`src/rtl/core/met_pkg.sv`:
```
package met_pkg;

    // field widths
    localparam int ANGLE_W    = 12;
    localparam int DT_W       = 16;
    localparam int TURN_OUT_W = 16;
    localparam int POS_W      = 28;
    localparam int VEL_W      = 32;

    // velocity datapath
    localparam int US_W    = 21;                  // signed width holding 1e6
    localparam int DELTA_W = POS_W + 1;
    localparam int PROD_W  = DELTA_W + US_W - 1;  // |delta * 1e6| < 2^48
    localparam int MAG_W   = PROD_W - 1;
    localparam int QUOT_W  = VEL_W;
    localparam int CNT_W   = $clog2(QUOT_W);

    localparam logic signed [US_W-1:0] US_PER_S = 21'sd1000000;

    localparam logic signed [POS_W-1:0] POS_MAX = {1'b0, {(POS_W-1){1'b1}}};
    localparam logic signed [POS_W-1:0] POS_MIN = {1'b1, {(POS_W-1){1'b0}}};
    localparam logic signed [VEL_W-1:0] VEL_MAX = {1'b0, {(VEL_W-1){1'b1}}};
    localparam logic signed [VEL_W-1:0] VEL_MIN = {1'b1, {(VEL_W-1){1'b0}}};
    localparam logic signed [TURN_OUT_W-1:0] TURN_OUT_MAX = {1'b0, {(TURN_OUT_W-1){1'b1}}};
    localparam logic signed [TURN_OUT_W-1:0] TURN_OUT_MIN = {1'b1, {(TURN_OUT_W-1){1'b0}}};

    localparam logic [ANGLE_W-1:0] WRAP_THR_RESET = 12'd3276;

    // controller -> datapath
    typedef struct packed {
        logic load_in;
        logic upd_turn;
        logic pos_mul;
        logic pos_sum;
        logic vel_mul;
        logic div_init;
        logic div_step;
        logic vel_fin;
        logic out_load;
    } dp_cmd_t;

    // datapath -> controller
    typedef struct packed {
        logic read_ok;
        logic dt_zero;
        logic div_sat;
        logic div_last;
    } dp_status_t;

endpackage

```
`src/rtl/core/met_in_if.sv`:
```
interface met_in_if;
    import met_pkg::*;

    logic               valid;
    logic               ready;
    logic [ANGLE_W-1:0] raw_angle;
    logic               read_ok;
    logic [DT_W-1:0]    elapsed_us;

    modport source (output valid, output raw_angle, output read_ok, output elapsed_us,
                    input ready);
    modport sink   (input valid, input raw_angle, input read_ok, input elapsed_us,
                    output ready);
endinterface

```
`src/rtl/core/met_out_if.sv`:
```
interface met_out_if;
    import met_pkg::*;

    logic                         valid;
    logic                         ready;
    logic [ANGLE_W-1:0]           angle_counts;
    logic signed [TURN_OUT_W-1:0] turn_count;
    logic signed [POS_W-1:0]      position_counts;
    logic signed [VEL_W-1:0]      velocity_cps;
    logic                         fault;

    modport source (output valid, output angle_counts, output turn_count,
                    output position_counts, output velocity_cps, output fault,
                    input ready);
    modport sink   (input valid, input angle_counts, input turn_count,
                    input position_counts, input velocity_cps, input fault,
                    output ready);
endinterface

```
`src/rtl/core/met_ctrl.sv`:
```
module met_ctrl (
    input  logic                clk,
    input  logic                rst_n,
    input  logic                in_valid,
    output logic                in_ready,
    output logic                out_valid,
    input  logic                out_ready,
    input  met_pkg::dp_status_t status,
    output met_pkg::dp_cmd_t    cmd
);
    import met_pkg::*;

    localparam logic [3:0] S_IDLE  = 4'd0;
    localparam logic [3:0] S_TURN  = 4'd1;
    localparam logic [3:0] S_PMUL  = 4'd2;
    localparam logic [3:0] S_PSUM  = 4'd3;
    localparam logic [3:0] S_VMUL  = 4'd4;
    localparam logic [3:0] S_DINIT = 4'd5;
    localparam logic [3:0] S_DIV   = 4'd6;
    localparam logic [3:0] S_VFIN  = 4'd7;
    localparam logic [3:0] S_DONE  = 4'd8;

    logic [3:0] state_reg, state_next;
    logic       out_valid_reg, out_valid_next;

    assign in_ready  = (state_reg == S_IDLE);
    assign out_valid = out_valid_reg;

    always_comb
    begin
        state_next     = state_reg;
        out_valid_next = out_valid_reg && !out_ready;
        cmd            = '0;
        case (state_reg)
            S_IDLE:
            begin
                if (in_valid)
                begin
                    cmd.load_in = 1'b1;
                    state_next  = S_TURN;
                end
            end
            S_TURN:
            begin
                if (status.read_ok)
                begin
                    cmd.upd_turn = 1'b1;
                    state_next   = S_PMUL;
                end
                else
                begin
                    state_next = S_DONE;
                end
            end
            S_PMUL:
            begin
                cmd.pos_mul = 1'b1;
                state_next  = S_PSUM;
            end
            S_PSUM:
            begin
                cmd.pos_sum = 1'b1;
                state_next  = status.dt_zero ? S_DONE : S_VMUL;
            end
            S_VMUL:
            begin
                cmd.vel_mul = 1'b1;
                state_next  = S_DINIT;
            end
            S_DINIT:
            begin
                cmd.div_init = 1'b1;
                state_next   = status.div_sat ? S_VFIN : S_DIV;
            end
            S_DIV:
            begin
                cmd.div_step = 1'b1;
                if (status.div_last)
                begin
                    state_next = S_VFIN;
                end
            end
            S_VFIN:
            begin
                cmd.vel_fin = 1'b1;
                state_next  = S_DONE;
            end
            S_DONE:
            begin
                if (!out_valid_reg || out_ready)
                begin
                    cmd.out_load   = 1'b1;
                    out_valid_next = 1'b1;
                    state_next     = S_IDLE;
                end
            end
            default:
            begin
                state_next = S_IDLE;
            end
        endcase
    end

    always_ff @(posedge clk or negedge rst_n)
    begin
        if (!rst_n)
        begin
            state_reg     <= S_IDLE;
            out_valid_reg <= 1'b0;
        end
        else
        begin
            state_reg     <= state_next;
            out_valid_reg <= out_valid_next;
        end
    end

endmodule

```
`src/rtl/core/met_dp.sv`:
```
module met_dp #(
    parameter int COUNTS_PER_REV = 4096,
    parameter int TURN_BITS      = 16
) (
    input  logic                                  clk,
    input  logic                                  rst_n,
    input  logic                                  cfg_we,
    input  logic [met_pkg::ANGLE_W-1:0]           cfg_wdata,
    input  met_pkg::dp_cmd_t                      cmd,
    output met_pkg::dp_status_t                   status,
    input  logic [met_pkg::ANGLE_W-1:0]           in_raw_angle,
    input  logic                                  in_read_ok,
    input  logic [met_pkg::DT_W-1:0]              in_elapsed_us,
    output logic [met_pkg::ANGLE_W-1:0]           angle_counts,
    output logic signed [met_pkg::TURN_OUT_W-1:0] turn_count,
    output logic signed [met_pkg::POS_W-1:0]      position_counts,
    output logic signed [met_pkg::VEL_W-1:0]      velocity_cps,
    output logic                                  fault
);
    import met_pkg::*;

    localparam int CPR_W = $clog2(COUNTS_PER_REV + 1);
    localparam int MUL_W = TURN_BITS + CPR_W + 1;
    localparam int SUM_W = (MUL_W > POS_W) ? MUL_W + 1 : POS_W + 1;
    localparam int TX_W  = (TURN_BITS > TURN_OUT_W) ? TURN_BITS : TURN_OUT_W;

    localparam logic signed [CPR_W:0] CPR_S = (CPR_W + 1)'(COUNTS_PER_REV);
    localparam logic signed [TURN_BITS-1:0] TURN_MAX = {1'b0, {(TURN_BITS-1){1'b1}}};
    localparam logic signed [TURN_BITS-1:0] TURN_MIN = {1'b1, {(TURN_BITS-1){1'b0}}};
    localparam logic [QUOT_W-1:0] QUO_NEG_LIMIT = {1'b1, {(QUOT_W-1){1'b0}}};

    // architectural state
    logic [ANGLE_W-1:0]          thr_reg;
    logic [ANGLE_W-1:0]          prev_raw_reg,  prev_raw_next;
    logic signed [TURN_BITS-1:0] turns_reg,     turns_next;
    logic signed [POS_W-1:0]     prev_pos_reg,  prev_pos_next;
    logic signed [VEL_W-1:0]     last_vel_reg,  last_vel_next;

    // working registers
    logic [ANGLE_W-1:0]        raw_reg;
    logic                      ok_reg;
    logic [DT_W-1:0]           dt_reg;
    logic signed [MUL_W-1:0]   tpos_reg,  tpos_next;
    logic signed [DELTA_W-1:0] delta_reg, delta_next;
    logic signed [PROD_W-1:0]  prod_reg,  prod_next;
    logic                      neg_reg;
    logic                      sat_reg;
    logic [DT_W-1:0]           rem_reg,   rem_next;
    logic [QUOT_W-1:0]         quo_reg,   quo_next;
    logic [CNT_W-1:0]          cnt_reg;

    // output register
    logic [ANGLE_W-1:0]           out_angle_reg;
    logic signed [TURN_OUT_W-1:0] out_turn_reg;
    logic signed [POS_W-1:0]      out_pos_reg;
    logic signed [VEL_W-1:0]      out_vel_reg;
    logic                         out_fault_reg;

    logic signed [ANGLE_W:0]      jump;
    logic [ANGLE_W:0]             jump_mag;
    logic                         wrap;
    logic signed [SUM_W-1:0]      sum_w;
    logic signed [POS_W-1:0]      pos_w;
    logic [MAG_W-1:0]             mag_w;
    logic [DT_W+1:0]              trial_w;
    logic signed [TX_W-1:0]       turn_ext;
    logic signed [TURN_OUT_W-1:0] turn_sat;

    // wrap detection and saturating turn update
    always_comb
    begin
        jump     = $signed({1'b0, raw_reg}) - $signed({1'b0, prev_raw_reg});
        jump_mag = jump[ANGLE_W] ? $unsigned(-jump) : $unsigned(jump);
        wrap     = jump_mag > {1'b0, thr_reg};
        turns_next = turns_reg;
        if (wrap)
        begin
            if (!jump[ANGLE_W])
            begin
                if (turns_reg != TURN_MIN)
                begin
                    turns_next = turns_reg - TURN_BITS'(1);
                end
            end
            else if (turns_reg != TURN_MAX)
            begin
                turns_next = turns_reg + TURN_BITS'(1);
            end
        end
        prev_raw_next = raw_reg;
    end

    // position: turns * CPR, then add angle and clamp
    always_comb
    begin
        tpos_next = MUL_W'(turns_reg) * MUL_W'(CPR_S);
        sum_w     = SUM_W'(tpos_reg) + SUM_W'($signed({1'b0, raw_reg}));
        if (sum_w > SUM_W'(POS_MAX))
        begin
            pos_w = POS_MAX;
        end
        else if (sum_w < SUM_W'(POS_MIN))
        begin
            pos_w = POS_MIN;
        end
        else
        begin
            pos_w = POS_W'(sum_w);
        end
        prev_pos_next = pos_w;
        delta_next    = DELTA_W'(pos_w) - DELTA_W'(prev_pos_reg);
        prod_next     = PROD_W'(delta_reg) * PROD_W'(US_PER_S);
    end

    // restoring divide of |prod| by dt, high part checked for overflow first
    always_comb
    begin
        mag_w   = prod_reg[PROD_W-1] ? MAG_W'(-prod_reg) : MAG_W'(prod_reg);
        trial_w = {1'b0, rem_reg, quo_reg[QUOT_W-1]} - {2'b00, dt_reg};
        if (!trial_w[DT_W+1])
        begin
            rem_next = trial_w[DT_W-1:0];
            quo_next = {quo_reg[QUOT_W-2:0], 1'b1};
        end
        else
        begin
            rem_next = {rem_reg[DT_W-2:0], quo_reg[QUOT_W-1]};
            quo_next = {quo_reg[QUOT_W-2:0], 1'b0};
        end

        if (sat_reg)
        begin
            last_vel_next = neg_reg ? VEL_MIN : VEL_MAX;
        end
        else if (neg_reg)
        begin
            last_vel_next = (quo_reg > QUO_NEG_LIMIT) ? VEL_MIN : $signed(-quo_reg);
        end
        else
        begin
            last_vel_next = quo_reg[QUOT_W-1] ? VEL_MAX : $signed(quo_reg);
        end
    end

    // reported turns clamp to the output width
    always_comb
    begin
        turn_ext = TX_W'(turns_reg);
        if (turn_ext > TX_W'(TURN_OUT_MAX))
        begin
            turn_sat = TURN_OUT_MAX;
        end
        else if (turn_ext < TX_W'(TURN_OUT_MIN))
        begin
            turn_sat = TURN_OUT_MIN;
        end
        else
        begin
            turn_sat = TURN_OUT_W'(turn_ext);
        end
    end

    assign status.read_ok  = ok_reg;
    assign status.dt_zero  = (dt_reg == '0);
    assign status.div_sat  = (mag_w[MAG_W-1:QUOT_W] >= dt_reg);
    assign status.div_last = (cnt_reg == CNT_W'(QUOT_W - 1));

    always_ff @(posedge clk or negedge rst_n)
    begin
        if (!rst_n)
        begin
            thr_reg      <= WRAP_THR_RESET;
            prev_raw_reg <= '0;
            turns_reg    <= '0;
            prev_pos_reg <= '0;
            last_vel_reg <= '0;
        end
        else
        begin
            if (cfg_we)
            begin
                thr_reg <= cfg_wdata;
            end
            if (cmd.upd_turn)
            begin
                prev_raw_reg <= prev_raw_next;
                turns_reg    <= turns_next;
            end
            if (cmd.pos_sum)
            begin
                prev_pos_reg <= prev_pos_next;
            end
            if (cmd.vel_fin)
            begin
                last_vel_reg <= last_vel_next;
            end
        end
    end

    always_ff @(posedge clk)
    begin
        if (cmd.load_in)
        begin
            raw_reg <= in_raw_angle;
            ok_reg  <= in_read_ok;
            dt_reg  <= in_elapsed_us;
        end
        if (cmd.pos_mul)
        begin
            tpos_reg <= tpos_next;
        end
        if (cmd.pos_sum)
        begin
            delta_reg <= delta_next;
        end
        if (cmd.vel_mul)
        begin
            prod_reg <= prod_next;
        end
        if (cmd.div_init)
        begin
            neg_reg <= prod_reg[PROD_W-1];
            sat_reg <= status.div_sat;
            rem_reg <= mag_w[MAG_W-1:QUOT_W];
            quo_reg <= mag_w[QUOT_W-1:0];
            cnt_reg <= '0;
        end
        else if (cmd.div_step)
        begin
            rem_reg <= rem_next;
            quo_reg <= quo_next;
            cnt_reg <= cnt_reg + CNT_W'(1);
        end
        if (cmd.out_load)
        begin
            out_angle_reg <= prev_raw_reg;
            out_turn_reg  <= turn_sat;
            out_pos_reg   <= prev_pos_reg;
            out_vel_reg   <= last_vel_reg;
            out_fault_reg <= !ok_reg;
        end
    end

    assign angle_counts    = out_angle_reg;
    assign turn_count      = out_turn_reg;
    assign position_counts = out_pos_reg;
    assign velocity_cps    = out_vel_reg;
    assign fault           = out_fault_reg;

endmodule

```
`src/rtl/core/multi_turn_encoder_tracker.sv`:
```
// Channel  | Dir | Payload                                                 | Handshake
// ---------+-----+---------------------------------------------------------+-----------
// in_ch    | in  | raw_angle[11:0], read_ok, elapsed_us[15:0]              | valid/ready
// out_ch   | out | angle_counts, turn_count, position_counts, velocity_cps,| valid/ready
//          |     | fault                                                   |
// cfg      | in  | cfg_wdata[11:0] -> wrap_threshold                       | cfg_we
//
// Good sample: accept, turn update, position multiply/sum, velocity
//   multiply, divide, saturate, output register; a new transaction is
//   taken once the result is registered. The 32-step restoring divider
//   for velocity dominates. Failed read: straight to output; zero elapsed
//   time: velocity held; a 32-bit quotient overflow skips the divide steps.
// Reset (rst_n low, async) clears turns, position, velocity, previous angle;
//   wrap_threshold returns to 3276.
// A result waits in the output register while out_ch is stalled; the next
//   input transaction is still taken and runs until it needs that register.
module multi_turn_encoder_tracker #(
    parameter int COUNTS_PER_REV = 4096,
    parameter int TURN_BITS      = 16
) (
    input  logic                        clk,
    input  logic                        rst_n,
    input  logic                        cfg_we,
    input  logic [met_pkg::ANGLE_W-1:0] cfg_wdata,
    met_in_if.sink                      in_ch,
    met_out_if.source                   out_ch
);
    import met_pkg::*;

    dp_cmd_t    cmd;
    dp_status_t status;

    // Sequencer: accept -> turn update -> position multiply/sum ->
    // velocity multiply -> divide -> saturate -> output register.
    met_ctrl u_ctrl (
        .clk       (clk),
        .rst_n     (rst_n),
        .in_valid  (in_ch.valid),
        .in_ready  (in_ch.ready),
        .out_valid (out_ch.valid),
        .out_ready (out_ch.ready),
        .status    (status),
        .cmd       (cmd)
    );

    // Tracking state, arithmetic and the result register.
    met_dp #(
        .COUNTS_PER_REV (COUNTS_PER_REV),
        .TURN_BITS      (TURN_BITS)
    ) u_dp (
        .clk             (clk),
        .rst_n           (rst_n),
        .cfg_we          (cfg_we),
        .cfg_wdata       (cfg_wdata),
        .cmd             (cmd),
        .status          (status),
        .in_raw_angle    (in_ch.raw_angle),
        .in_read_ok      (in_ch.read_ok),
        .in_elapsed_us   (in_ch.elapsed_us),
        .angle_counts    (out_ch.angle_counts),
        .turn_count      (out_ch.turn_count),
        .position_counts (out_ch.position_counts),
        .velocity_cps    (out_ch.velocity_cps),
        .fault           (out_ch.fault)
    );

endmodule

```
`src/flat_wrapper.sv`:
```
// flat-port wrapper written by rule: the top's interface ports become plain ports
module multi_turn_encoder_tracker_flat import met_pkg::*;
#(
    parameter int COUNTS_PER_REV = 4096,
    parameter int TURN_BITS      = 16
)
  (clk, rst_n, cfg_we, cfg_wdata, in_ch_valid, in_ch_raw_angle, in_ch_read_ok, in_ch_elapsed_us, in_ch_ready, out_ch_valid, out_ch_angle_counts, out_ch_turn_count, out_ch_position_counts, out_ch_velocity_cps, out_ch_fault, out_ch_ready);
  met_in_if in_ch_i ();
  met_out_if out_ch_i ();
  input  logic clk;
  input  logic rst_n;
  input  logic cfg_we;
  input  logic [met_pkg::ANGLE_W-1:0] cfg_wdata;
  input wire logic [$bits(in_ch_i.valid)-1:0] in_ch_valid;
  input wire logic [$bits(in_ch_i.raw_angle)-1:0] in_ch_raw_angle;
  input wire logic [$bits(in_ch_i.read_ok)-1:0] in_ch_read_ok;
  input wire logic [$bits(in_ch_i.elapsed_us)-1:0] in_ch_elapsed_us;
  output wire logic [$bits(in_ch_i.ready)-1:0] in_ch_ready;
  output wire logic [$bits(out_ch_i.valid)-1:0] out_ch_valid;
  output wire logic [$bits(out_ch_i.angle_counts)-1:0] out_ch_angle_counts;
  output wire logic [$bits(out_ch_i.turn_count)-1:0] out_ch_turn_count;
  output wire logic [$bits(out_ch_i.position_counts)-1:0] out_ch_position_counts;
  output wire logic [$bits(out_ch_i.velocity_cps)-1:0] out_ch_velocity_cps;
  output wire logic [$bits(out_ch_i.fault)-1:0] out_ch_fault;
  input wire logic [$bits(out_ch_i.ready)-1:0] out_ch_ready;
  assign in_ch_i.valid = in_ch_valid;
  assign in_ch_i.raw_angle = in_ch_raw_angle;
  assign in_ch_i.read_ok = in_ch_read_ok;
  assign in_ch_i.elapsed_us = in_ch_elapsed_us;
  assign in_ch_ready = in_ch_i.ready;
  assign out_ch_valid = out_ch_i.valid;
  assign out_ch_angle_counts = out_ch_i.angle_counts;
  assign out_ch_turn_count = out_ch_i.turn_count;
  assign out_ch_position_counts = out_ch_i.position_counts;
  assign out_ch_velocity_cps = out_ch_i.velocity_cps;
  assign out_ch_fault = out_ch_i.fault;
  assign out_ch_i.ready = out_ch_ready;
  multi_turn_encoder_tracker #(.COUNTS_PER_REV(COUNTS_PER_REV), .TURN_BITS(TURN_BITS)) u_core (.clk(clk), .rst_n(rst_n), .cfg_we(cfg_we), .cfg_wdata(cfg_wdata), .in_ch(in_ch_i), .out_ch(out_ch_i));
endmodule
```
`config.mk`:
```
export PLATFORM = sky130hd
export DESIGN_NAME = multi_turn_encoder_tracker_flat
export DESIGN_NICKNAME = d
export VERILOG_FILES = /design/src/rtl/core/met_pkg.sv /design/src/rtl/core/met_in_if.sv /design/src/rtl/core/met_out_if.sv /design/src/rtl/core/met_ctrl.sv /design/src/rtl/core/met_dp.sv /design/src/rtl/core/multi_turn_encoder_tracker.sv /design/src/flat_wrapper.sv
export SDC_FILE = /design/constraint.sdc
export NUM_CORES = 1
export LEC_CHECK = 0
export ABC_AREA = 1
export BUFFER_PORTS_ARGS = -buffer_cell sky130_fd_sc_hd__buf_2
export CORE_MARGIN = 3
export CORE_UTILIZATION = 40
export DETAILED_ROUTE_END_ITERATION = 10
export GPL_TIMING_DRIVEN = 0
export PLACE_DENSITY = 0.64
export SETUP_SLACK_MARGIN = 0.15
export SLEW_MARGIN = 20
export SYNTH_ARGS = -nofsm -noshare
export SYNTH_HDL_FRONTEND = slang
export SYNTH_SLANG_ARGS = --single-unit
```
`constraint.sdc`:
```
create_clock -name clk -period 15.1 [get_ports clk]
set_clock_uncertainty 0.1 [all_clocks]
set_input_delay 0 -clock clk [delete_from_list [all_inputs] [get_ports clk]]
set_output_delay 0 -clock clk [all_outputs]
set_load 0.01 [all_outputs]
```
==> flow_metrics.tcl <==
set metrics [dict create \
    synthCells 3113 \
    cp-start-kind "flop" \
    route.vias.total 21558 \
    die_w_um 269 \
    ys_seq_area_frac 0.376 \
    largest_reg_flops 43 \
    die_h_um 269 \
    yosys.area_share.adder 0.229 \
    dpl.hpwl_um 58100 \
    synthFlopType "edfxtp_1" \
    pin_count 137 \
    ys_warn_count 0 \
    worstSetupEndpointType "flop" \
    synth_cell_types 59 \
    drt_pass1_iterations 5 \
    vias_per_cell 5.01 \
    ctsHtreeMaxLevel 2 \
    slew_headroom 0.458 \
    insertion_delay_ns 0.56 \
    grt_pass1_wl_um 114000 \
    grtUsageTotal 0.195 \
    area_growth_pct 13.9 \
    drt_first_iter_violations 1407 \
    synth_edf_count 256 \
    wirelength_um 71300 \
    cts_made_buffers 38 \
    drv_slew 0 \
    final_nets 3826 \
    routedWlPerCell_um 16.6 \
    path_max_fanout 7 \
    clock-sinks 366 \
    diodes 0 \
    antenna_found_initial 1 \
    port_buffers 136 \
    layout_min_cycle_time_ns 5.95 \
    clk_pin_slew_ns 0.06 \
    period_share 0.394 \
    synth.net_count 3588 \
    die-area_um2 72400 \
    setup_tns_ns 0 \
    final_common_cell "nand2_1" \
    drc 0 \
    grt_max_degree 57 \
    hold_viol 0 \
    grt_pass1_vias 21213 \
    cts_root_buf "clkbuf_16" \
    cap_violations 0 \
    rsz0062_at_grt "no" \
    drive_above_1_share 0.0769 \
    n_fill_cell 6482 \
    gr-total-overflow 0 \
    reg2reg_depth 18 \
    cp.required_ns 15.33 \
    hold_path_class "in -> reg" \
    cts_tree "built" \
    core_area_um2 67900 \
    synth_mux_area_frac 0.000407 \
    initial_core_util 0.408 \
    hold_depth 2 \
    synth_top_family_by_area "adder cells" \
    setup_violations 0 \
    synthXorXnorAreaFrac 0.0492 \
    synth-compound-area-share 0.0930 \
    dpl-instance-area_um2 29700 \
    ys_seq_elements 366 \
    fin_cells 4302 \
    syn_area_um2 27700 \
    design_area_um2 31500 \
    num_rows 95 \
    fmax_ghz 0.168 \
    yosys.area_share.simple 0.172 \
    status "finished clean" \
    ys_async_sr_fraction 0.287 \
    crit_type "reg -> reg" \
    avgSynthCellArea_um2 8.90 \
    crit_arrival_ns 6.18 \
    gp_congestion 0.933 \
    cts_buffer_depth 3 \
    final_cell_mix "545 x nand2_1, 485 x inv_1, 300 x ha_1" \
    worstMarginPinSlew_ns 0.813 \
    dp.cells 4179 \
    ctsResizeCount 0 \
    ant_nets 0 \
]
-- metal layers --
metal	routed length [um]	global-route usage	vias up	part of all wire
met5	13	0	-	0.00018
met1	31600	0.258	10115	0.44
met2	34300	0.335	508	0.48
met3	3590	0.0274	126	0.050
met4	1910	0.0534	2	0.027
li1	-	-	10807	-
-- layout make-up --
type                    instances  area (um^2)  area share
plain buffers                  91          379      0.0120
clock buffers                  49         1020      0.0325
repair buffers                198         1390      0.0442
multi-input cells            2162        15100       0.478
inverters                     494         1850      0.0588
clock inverters                21          244     0.00774
well taps                     921         1150      0.0365
flip-flops and latches        366        10400       0.330
-- worst paths after layout --
check	startpoint	end	slack, ns
min in group asynchronous	rst_n	u_core.u_dp.turn_ext[0]$_DFFE_PN0P_	0.43
max	u_core.u_dp.delta_reg[7]$_DFFE_PN_	u_core.u_dp.prod_reg[35]$_DFFE_PP_	9.15
min	in_ch_elapsed_us[3]	u_core.u_dp.dt_reg[3]$_DFFE_PP_	0.07
max reg2reg	u_core.u_dp.delta_reg[7]$_DFFE_PN_	u_core.u_dp.prod_reg[35]$_DFFE_PP_	9.15
min reg2reg	u_core.u_dp.last_vel_reg[10]$_DFFE_PN0N_	u_core.u_dp.velocity_cps[10]$_DFFE_PP_	0.34
max in group asynchronous	rst_n	u_core.u_dp.thr_reg[3]$_DFFE_PN1P_	14.15
-- repair_timing --
action                                 in CTS  in global routing
hold buffers                               53                  0
endpoints found under the hold margin     173                  0
setup buffers                               0                  0
-- synth_stat cells, types with 5 or more instances --
| cell | count | area [um^2] |
|---|---|---|
| nand2_1 | 546 | 2050 |
| inv_1 | 485 | 1820 |
| ha_1 | 300 | 3750 |
| nor2_1 | 269 | 1010 |
| edfxtp_1 | 256 | 7690 |
| a21oi_1 | 179 | 896 |
| o21ai_0 | 175 | 876 |
| nand3_1 | 149 | 746 |
| fa_1 | 129 | 2580 |
| xor2_1 | 120 | 1050 |
| dfrtp_1 | 99 | 2480 |
| clkbuf_1 | 78 | 293 |
| nand4_1 | 61 | 382 |
| nor3_1 | 35 | 175 |
| xnor2_1 | 32 | 280 |
| a21o_1 | 20 | 150 |
| nor4_1 | 16 | 100 |
| o21bai_1 | 14 | 105 |
| o21ai_1 | 13 | 65.1 |
| o211ai_1 | 12 | 90.1 |
| o31ai_1 | 9 | 67.6 |
| a31oi_1 | 8 | 50.1 |
| nand3b_1 | 8 | 60.1 |
| nor2_2 | 7 | 43.8 |
| dfstp_2 | 6 | 158 |
| a21boi_0 | 5 | 37.5 |
| a221oi_1 | 5 | 43.8 |
| buf_2 | 5 | 25.0 |
| dfxtp_1 | 5 | 100 |
| inv_2 | 5 | 18.8 |
-- critical path, cell delays in order, from the launching register on --
cell and delay, ns:
edfxtp_1 0.63, ha_1 0.45, inv_1 0.08, fa_1 0.53, inv_1 0.05, fa_1 0.53
inv_1 0.06, fa_1 0.52, inv_1 0.05, fa_1 0.48, ha_1 0.31, ha_1 0.37
a21oi_1 0.24, o21ai_0 0.16, a21boi_0 0.30, nand2_1 0.09, a21oi_1 0.27, o21ai_0 0.15
xor2_1 0.35
-- logic make-up after synthesis --
logic type,Yosys count
adders and majority gates,429
muxes,1
xor gates and xnor gates,154
DFF,366
and+or+nand+nor,1116
buffers and inverters,585
AOI/OAI and AO/OA,462
-- through the flow --
stage	utilization	setup WS, ns	hold slack, ns
2_1_floorplan	-	10.04	-0.396
3_3_place_gp	0.435	8.08	0.0775
3_5_place_dp	0.438	9.17	-0.116
4_1_cts	0.465	9.13	0.0422
5_1_grt	0.465	8.86	0.0526
6_report	0.465	9.15	0.0660
Power is left out: the tool's default activity adds up to more than one toggle a clock period on the data nets, which glitch-free logic cannot reach.
